### src/sv/usr_pkg.sv
package usr_pkg;

  localparam int MAX_DATA_BITS = 8;
  localparam int DATA_W        = 8;
  localparam int COUNT_W       = 4;
  localparam int PERIOD_W      = 16;
  localparam int TIMER_W       = 17;
  localparam int CFG_IDX_W     = 2;

  localparam logic [CFG_IDX_W-1:0] CFG_BIT_PERIOD   = 2'd0;
  localparam logic [CFG_IDX_W-1:0] CFG_DATA_BITS    = 2'd1;
  localparam logic [CFG_IDX_W-1:0] CFG_PARITY_CHECK = 2'd2;

  localparam logic [1:0] ST_OK      = 2'd0;
  localparam logic [1:0] ST_PARITY  = 2'd1;
  localparam logic [1:0] ST_FRAMING = 2'd2;

  localparam logic [PERIOD_W-1:0] BIT_PERIOD_RST = 16'd5208;
  localparam logic [COUNT_W-1:0]  DATA_BITS_RST  = 4'd8;

  typedef enum logic [4:0] {
    PH_AWAIT  = 5'b00001,
    PH_DATA   = 5'b00010,
    PH_PARITY = 5'b00100,
    PH_STOP   = 5'b01000,
    PH_HALT   = 5'b10000
  } phase_t;

  typedef struct packed {
    logic [PERIOD_W-1:0] bit_period;
    logic [COUNT_W-1:0]  data_bits;
    logic                parity_check;
  } cfg_t;

  typedef struct packed {
    logic [1:0]        status;
    logic [DATA_W-1:0] data;
  } res_t;

endpackage

### src/sv/usr_core.sv
module usr_core (
  input  logic                clk,
  input  logic                rst,
  input  usr_pkg::cfg_t       cfg,
  input  logic                accept,
  input  logic                line_level,
  output logic                push,
  output usr_pkg::res_t       res
);

  usr_pkg::phase_t                    phase, phase_next;
  logic [usr_pkg::TIMER_W-1:0]        countdown, countdown_next;
  logic [usr_pkg::DATA_W-1:0]         shift_data, shift_data_next;
  logic [usr_pkg::COUNT_W-1:0]        bit_count, bit_count_next;
  logic                               last_level;

  logic                               changed;
  logic [usr_pkg::TIMER_W-1:0]        cd_dec;
  logic                               expire;
  logic                               take;
  logic [usr_pkg::TIMER_W-1:0]        long_reload;
  logic [usr_pkg::TIMER_W-1:0]        short_reload;
  logic [usr_pkg::COUNT_W-1:0]        frame_len;
  logic [usr_pkg::COUNT_W-1:0]        count_inc;
  logic                               good;

  assign changed      = line_level != last_level;
  assign cd_dec       = (countdown != '0) ? countdown - 1'b1 : countdown;
  assign expire       = cd_dec == '0;
  assign take         = changed | expire;
  assign short_reload = {1'b0, cfg.bit_period};
  assign long_reload  = {1'b0, cfg.bit_period} + {2'b0, cfg.bit_period[usr_pkg::PERIOD_W-1:1]};
  assign count_inc    = bit_count + 1'b1;
  // odd parity: data ones plus parity bit odd
  assign good         = !cfg.parity_check || ((^shift_data) != line_level);

  always_comb begin
    if (cfg.data_bits == '0) begin
      frame_len = usr_pkg::COUNT_W'(1);
    end else if (cfg.data_bits > usr_pkg::COUNT_W'(usr_pkg::MAX_DATA_BITS)) begin
      frame_len = usr_pkg::COUNT_W'(usr_pkg::MAX_DATA_BITS);
    end else begin
      frame_len = cfg.data_bits;
    end
  end

  always_comb begin
    phase_next      = phase;
    countdown_next  = countdown;
    shift_data_next = shift_data;
    bit_count_next  = bit_count;
    push            = 1'b0;
    res.status      = usr_pkg::ST_OK;
    res.data        = '0;
    unique case (phase)
      usr_pkg::PH_AWAIT: begin
        if (line_level) begin
          countdown_next  = long_reload;
          phase_next      = usr_pkg::PH_DATA;
          shift_data_next = '0;
          bit_count_next  = '0;
        end
      end
      usr_pkg::PH_DATA, usr_pkg::PH_PARITY: begin
        countdown_next = changed ? long_reload : (expire ? short_reload : cd_dec);
        if (take) begin
          if (phase == usr_pkg::PH_DATA) begin
            if (line_level && bit_count < usr_pkg::COUNT_W'(usr_pkg::DATA_W)) begin
              shift_data_next = shift_data |
                (usr_pkg::DATA_W'(1) << bit_count[$clog2(usr_pkg::DATA_W)-1:0]);
            end
            bit_count_next = count_inc;
            if (count_inc >= frame_len) begin
              phase_next = usr_pkg::PH_PARITY;
            end
          end else begin
            push       = accept;
            res.status = good ? usr_pkg::ST_OK : usr_pkg::ST_PARITY;
            res.data   = good ? shift_data : '0;
            phase_next = usr_pkg::PH_STOP;
          end
        end
      end
      usr_pkg::PH_STOP: begin
        // level change takes the stop bit without touching the timer
        if (!changed) begin
          countdown_next = cd_dec;
        end
        if (take) begin
          if (!line_level) begin
            phase_next = usr_pkg::PH_AWAIT;
          end else begin
            push       = accept;
            res.status = usr_pkg::ST_FRAMING;
            phase_next = usr_pkg::PH_HALT;
          end
        end
      end
      usr_pkg::PH_HALT: begin
      end
      default: begin
        phase_next = usr_pkg::PH_AWAIT;
      end
    endcase
  end

  always_ff @(posedge clk) begin
    if (rst) begin
      phase      <= usr_pkg::PH_AWAIT;
      countdown  <= '0;
      shift_data <= '0;
      bit_count  <= '0;
      last_level <= 1'b0;
    end else if (accept) begin
      phase      <= phase_next;
      countdown  <= countdown_next;
      shift_data <= shift_data_next;
      bit_count  <= bit_count_next;
      last_level <= line_level;
    end
  end

endmodule

### src/sv/usr_out_buf.sv
module usr_out_buf (
  input  logic          clk,
  input  logic          rst,
  input  logic          push,
  input  usr_pkg::res_t res_in,
  output logic          full,
  output logic          result_valid,
  input  logic          result_stall,
  output usr_pkg::res_t res_out
);

  logic          skid_valid;
  usr_pkg::res_t skid;
  logic          out_free;

  assign full     = skid_valid;
  assign out_free = !result_valid || !result_stall;

  always_ff @(posedge clk) begin
    if (rst) begin
      result_valid <= 1'b0;
      skid_valid   <= 1'b0;
    end else if (out_free) begin
      if (skid_valid) begin
        result_valid <= 1'b1;
        skid_valid   <= push;
      end else begin
        result_valid <= push;
      end
    end else if (push) begin
      skid_valid <= 1'b1;
    end
  end

  always_ff @(posedge clk) begin
    if (out_free) begin
      res_out <= skid_valid ? skid : res_in;
      skid    <= res_in;
    end else if (push) begin
      skid <= res_in;
    end
  end

endmodule

### src/sv/uart_sampling_receiver.sv
// Channel   Handshake                      Payload
// sample    sample_valid / sample_stall    line_level
// result    result_valid / result_stall    status, data
// config    cfg_valid / cfg_ready          cfg_index, cfg_data
//
// One line sample per cycle unless sample_stall is high; the frame state
// loads at the edge that accepts a sample, and a finished result is
// registered there too, into the output register or, if busy, the skid.
// Reset is synchronous: awaiting start bit, timer zero, registers to defaults.
// sample_stall rises only when both the output register and the skid
// register hold results; cfg_ready is always high.
module uart_sampling_receiver (
  input  logic                              clk,
  input  logic                              rst,
  input  logic                              sample_valid,
  output logic                              sample_stall,
  input  logic                              line_level,
  output logic                              result_valid,
  input  logic                              result_stall,
  output logic [1:0]                        status,
  output logic [usr_pkg::DATA_W-1:0]        data,
  input  logic                              cfg_valid,
  output logic                              cfg_ready,
  input  logic [usr_pkg::CFG_IDX_W-1:0]     cfg_index,
  input  logic [usr_pkg::PERIOD_W-1:0]      cfg_data
);

  usr_pkg::cfg_t cfg;
  usr_pkg::res_t core_res;
  usr_pkg::res_t res_out;
  logic          accept;
  logic          push;

  assign cfg_ready = 1'b1;
  assign accept    = sample_valid && !sample_stall;

  always_ff @(posedge clk) begin
    if (rst) begin
      cfg.bit_period   <= usr_pkg::BIT_PERIOD_RST;
      cfg.data_bits    <= usr_pkg::DATA_BITS_RST;
      cfg.parity_check <= 1'b0;
    end else if (cfg_valid) begin
      unique case (cfg_index)
        usr_pkg::CFG_BIT_PERIOD:   cfg.bit_period   <= cfg_data;
        usr_pkg::CFG_DATA_BITS:    cfg.data_bits    <= cfg_data[usr_pkg::COUNT_W-1:0];
        usr_pkg::CFG_PARITY_CHECK: cfg.parity_check <= cfg_data[0];
        default: begin
        end
      endcase
    end
  end

  usr_core u_core (
    .clk        (clk),
    .rst        (rst),
    .cfg        (cfg),
    .accept     (accept),
    .line_level (line_level),
    .push       (push),
    .res        (core_res)
  );

  usr_out_buf u_out_buf (
    .clk          (clk),
    .rst          (rst),
    .push         (push),
    .res_in       (core_res),
    .full         (sample_stall),
    .result_valid (result_valid),
    .result_stall (result_stall),
    .res_out      (res_out)
  );

  assign status = res_out.status;
  assign data   = res_out.data;

endmodule

### config.mk
export PLATFORM = sky130hd
export DESIGN_NAME = uart_sampling_receiver
export DESIGN_NICKNAME = d
export VERILOG_FILES = /design/src/sv/usr_pkg.sv /design/src/sv/usr_core.sv /design/src/sv/usr_out_buf.sv /design/src/sv/uart_sampling_receiver.sv
export SDC_FILE = /design/constraint.sdc
export NUM_CORES = 1
export LEC_CHECK = 0
export BUFFER_PORTS_ARGS = -buffer_cell sky130_fd_sc_hd__buf_4
export CORE_MARGIN = 5
export CORE_UTILIZATION = 50
export DETAILED_ROUTE_END_ITERATION = 12
export PLACE_DENSITY = 0.68
export SYNTH_ARGS = -nofsm -noshare
export SYNTH_HDL_FRONTEND = slang
export SYNTH_SLANG_ARGS = --single-unit
export TNS_END_PERCENT = 20
### constraint.sdc
create_clock -name clk -period 3.8 [get_ports clk]
set_input_delay 0.38 -clock clk [delete_from_list [all_inputs] [get_ports clk]]
set_output_delay 0.38 -clock clk [all_outputs]
set_load 0.05 [all_outputs]
==> impl_metrics.ini <==
[yosys]
synth_cell_type_count = 71
synth_warnings = 0
syn_inst = 633
synthArstFlopShare = 0
synth-edff-count = 20
ys_seq_elements = 78
yosysSeqAreaShare = 0.332
syn-num-nets = 687
mappedNetlistArea_um2 = 5300
ys.flop_type = dfxtp_1
avgSynthCellArea_um2 = 8.37

[die]
die_h_um = 113
start_util = 0.513
io_pins = 37
die-area_um2 = 12800
fp.dieW_um = 113
design.core.area_um2 = 10300
fp-row-count = 37

[detailed_routing]
first_pass_iters = 5
antenna_left = 0
routedWlPerCell_um = 16.3
vias_per_cell = 5.96
vias = 4805
drt_iter0_markers = 523
drc = 0
routed_wl_um = 13100

[clock_tree]
cts.hold.buffers_added = 0
cts_tree = done
cts_root_buffer = clkbuf_8
clk_latency_ns = 0.36
path_clk_slew_ns = 0.08
htree_levels = 3
clock_path_buffers = 2
numCtsBuffers = 9
cts_resized = 0
post-cts-setup-buffers = 0
clock-sinks = 78

[power_and_ir_drop]
power_density_nw_per_um2 = 382
ir_worst_vdd_mv = 0.246
clkPwrFrac = 0.263
internal_power_mw = 1.42
sw_frac_of_total = 0.368
power.switching_mw = 0.829
power_frac_comb = 0.314
seqPwrFrac = 0.423
p_leak_nw = 2.33

[worst_hold_path]
min_from = cfg_data[4]
hp-class = in2reg

[grt]
grt_pass1_wl_um = 22000
grt_pass1_vias = 4471
antenna_found_initial = 1
grt_overflow = 0
grt_max_degree = 58
track_usage = 0.208

[critical_path]
r2r-start = u_core.countdown[0]
r2r_setup_slack_ns = 0.25
critPathMaxFanout = 10
r2r_cells = 10
crit_path_start_kind = flip-flop
worstPathRequired_ns = 3.81
r2r-end = u_out_buf.skid[9]
cp-startpoint = u_core.countdown[0]
critPathCapture = u_out_buf.skid[9]
crit_type = reg2reg
critPathCaptureType = flip-flop
critPathArrivalTime_ns = 3.56

[place]
hpwl_um = 10100
postPlaceCellArea_um2 = 5700
gp_congestion = 0.971
io_buffers = 35

[finish]
fin_nets = 719
n_antenna_cell = 0
fin_area_um2 = 5890
final_common_cell = nand2_1
final_cell_mix = nand2_1, nor2_1, dfxtp_1
drive_gt1_frac = 0.142
multi_input_area_um2 = 3290
area_growth_pct = 11.2
fill_cells = 910
seq_area_um2 = 1760

[sta]
hold_viol_final = 0
worst_pin_slew_ns = 1.16
rsz0062_at_grt = no
fin_tns_setup_ns = 0
layout_min_cycle_time_ns = 3.55
fin_crit_sh = 0.934
fin_worst_skew_ns = 0.0105
fmax_ghz = 0.282
maxSlewViolCount = 0
slew_headroom = 0.221
setup_violations = 0

[flow_run]
maxCapViolCount = 0

[run_status]
outcome = finished, final reports clean
[cell type report]
type                       count  share of cell area
clock buffer                   9              0.0210
clock inverter                 7              0.0113
inverter                      20              0.0127
multi-input combinational    502               0.558
sequential                    78               0.299
tap                          136              0.0289
timing repair buffer          54              0.0688
[per-stage QoR]
| step | worst slack [ns] | utilization | hold slack [ns] | cells | power (mW) |
|---|---|---|---|---|---|
| 6_report | 0.249 | 0.571 | 0.233 | 806 | 2.25 |
| 4_1_cts | 0.244 | 0.571 | 0.222 | 806 | 2.25 |
| 2_1_floorplan | 0.316 | - | 0.454 | 633 | 1.47 |
| 5_1_grt | 0.0454 | 0.571 | 0.234 | 806 | 2.39 |
| 3_3_place_gp | 0.367 | 0.552 | 0.490 | 790 | 1.66 |
| 3_5_place_dp | 0.264 | 0.552 | 0.490 | 790 | 1.66 |
[per-layer routing]
layer  track usage  vias up  wire (um)
li1              -     2406          -
met1         0.302     2187       6280
met2         0.317      188       5720
met3        0.0401       22        905
met4        0.0561        2        227
met5             0        -          8
[flip-flops by register name, summed over array words and instances, names as in the netlist]
signal                  cells
cfg                        21
u_core.countdown           17
u_out_buf.res_out          10
u_out_buf.skid             10
u_core.shift_data           8
u_core.phase                5
u_core.bit_count            4
u_core.last_level           1
u_out_buf.full              1
u_out_buf.result_valid      1
[synth_stat cells, types with 5 or more instances]
cell | n | share of area
o31ai_1 | 6 | 0.0085
buf_2 | 5 | 0.0047
nand4_1 | 10 | 0.012
inv_1 | 20 | 0.014
a311oi_1 | 9 | 0.015
nand2_1 | 77 | 0.055
a21oi_1 | 44 | 0.042
o211ai_1 | 5 | 0.0071
a211oi_1 | 7 | 0.0099
o21bai_1 | 6 | 0.0085
nand3_1 | 18 | 0.017
and2_1 | 9 | 0.011
xnor2_1 | 22 | 0.036
or3_1 | 5 | 0.0059
nor3_1 | 15 | 0.014
ha_1 | 29 | 0.068
mux2i_1 | 8 | 0.015
a41oi_1 | 8 | 0.013
edfxtp_1 | 20 | 0.11
and3_1 | 5 | 0.0059
dfxtp_1 | 58 | 0.22
buf_6 | 5 | 0.011
a21o_1 | 7 | 0.0099
nor4_1 | 8 | 0.0094
nand2b_1 | 7 | 0.0083
nor2_1 | 72 | 0.051
o21ai_0 | 20 | 0.019
clkbuf_1 | 21 | 0.015
xor2_1 | 8 | 0.013
a31oi_1 | 10 | 0.012
nand3b_1 | 9 | 0.013
o21ai_2 | 9 | 0.015
[critical path, stage by stage, from the launching register on]
cell	delay, ns
dfxtp_1	0.35
inv_1	0.14
ha_1	0.18
or3b_4	0.41
or4_4	0.53
o21ai_2	0.17
o211ai_1	0.11
or4_1	0.54
o41ai_2	0.22
o211ai_1	0.19
nand3_1	0.37
[power groups by stage]
stage | Combinational (mW) | Sequential [mW] | Clock [mW]
finish | 0.706 | 0.953 | 0.592
global route | 0.782 | 0.960 | 0.646
CTS | 0.698 | 0.951 | 0.602
detailed placement | 0.694 | 0.970 | 0
global placement | 0.687 | 0.970 | 0
floorplan | 0.532 | 0.937 | 0
[worst min-delay path by stage]
stage,slack (ns),to,cells after the start
final,0.23,cfg[9],3
after floorplan,0.45,cfg[5],2
after global placement,0.49,cfg[5],2
after detailed placement,0.49,cfg[5],2
after global routing,0.23,cfg[15],3
after CTS,0.22,cfg[9],3
[logic make-up (layout without fill, tap and decap cells)]
family          count (synthesis)  after routing  synth area share
simple gates                  258            258             0.243
compound gates                173            173             0.236
flops                          78             78             0.332
buf+inv                        53             90            0.0465
fa+ha+maj                      30             30            0.0723
xor+xnor                       30             30            0.0496
mux                            10             10            0.0194
other cells                     1              1          0.000708
No activity file was read; power rests on OpenSTA's default activity.
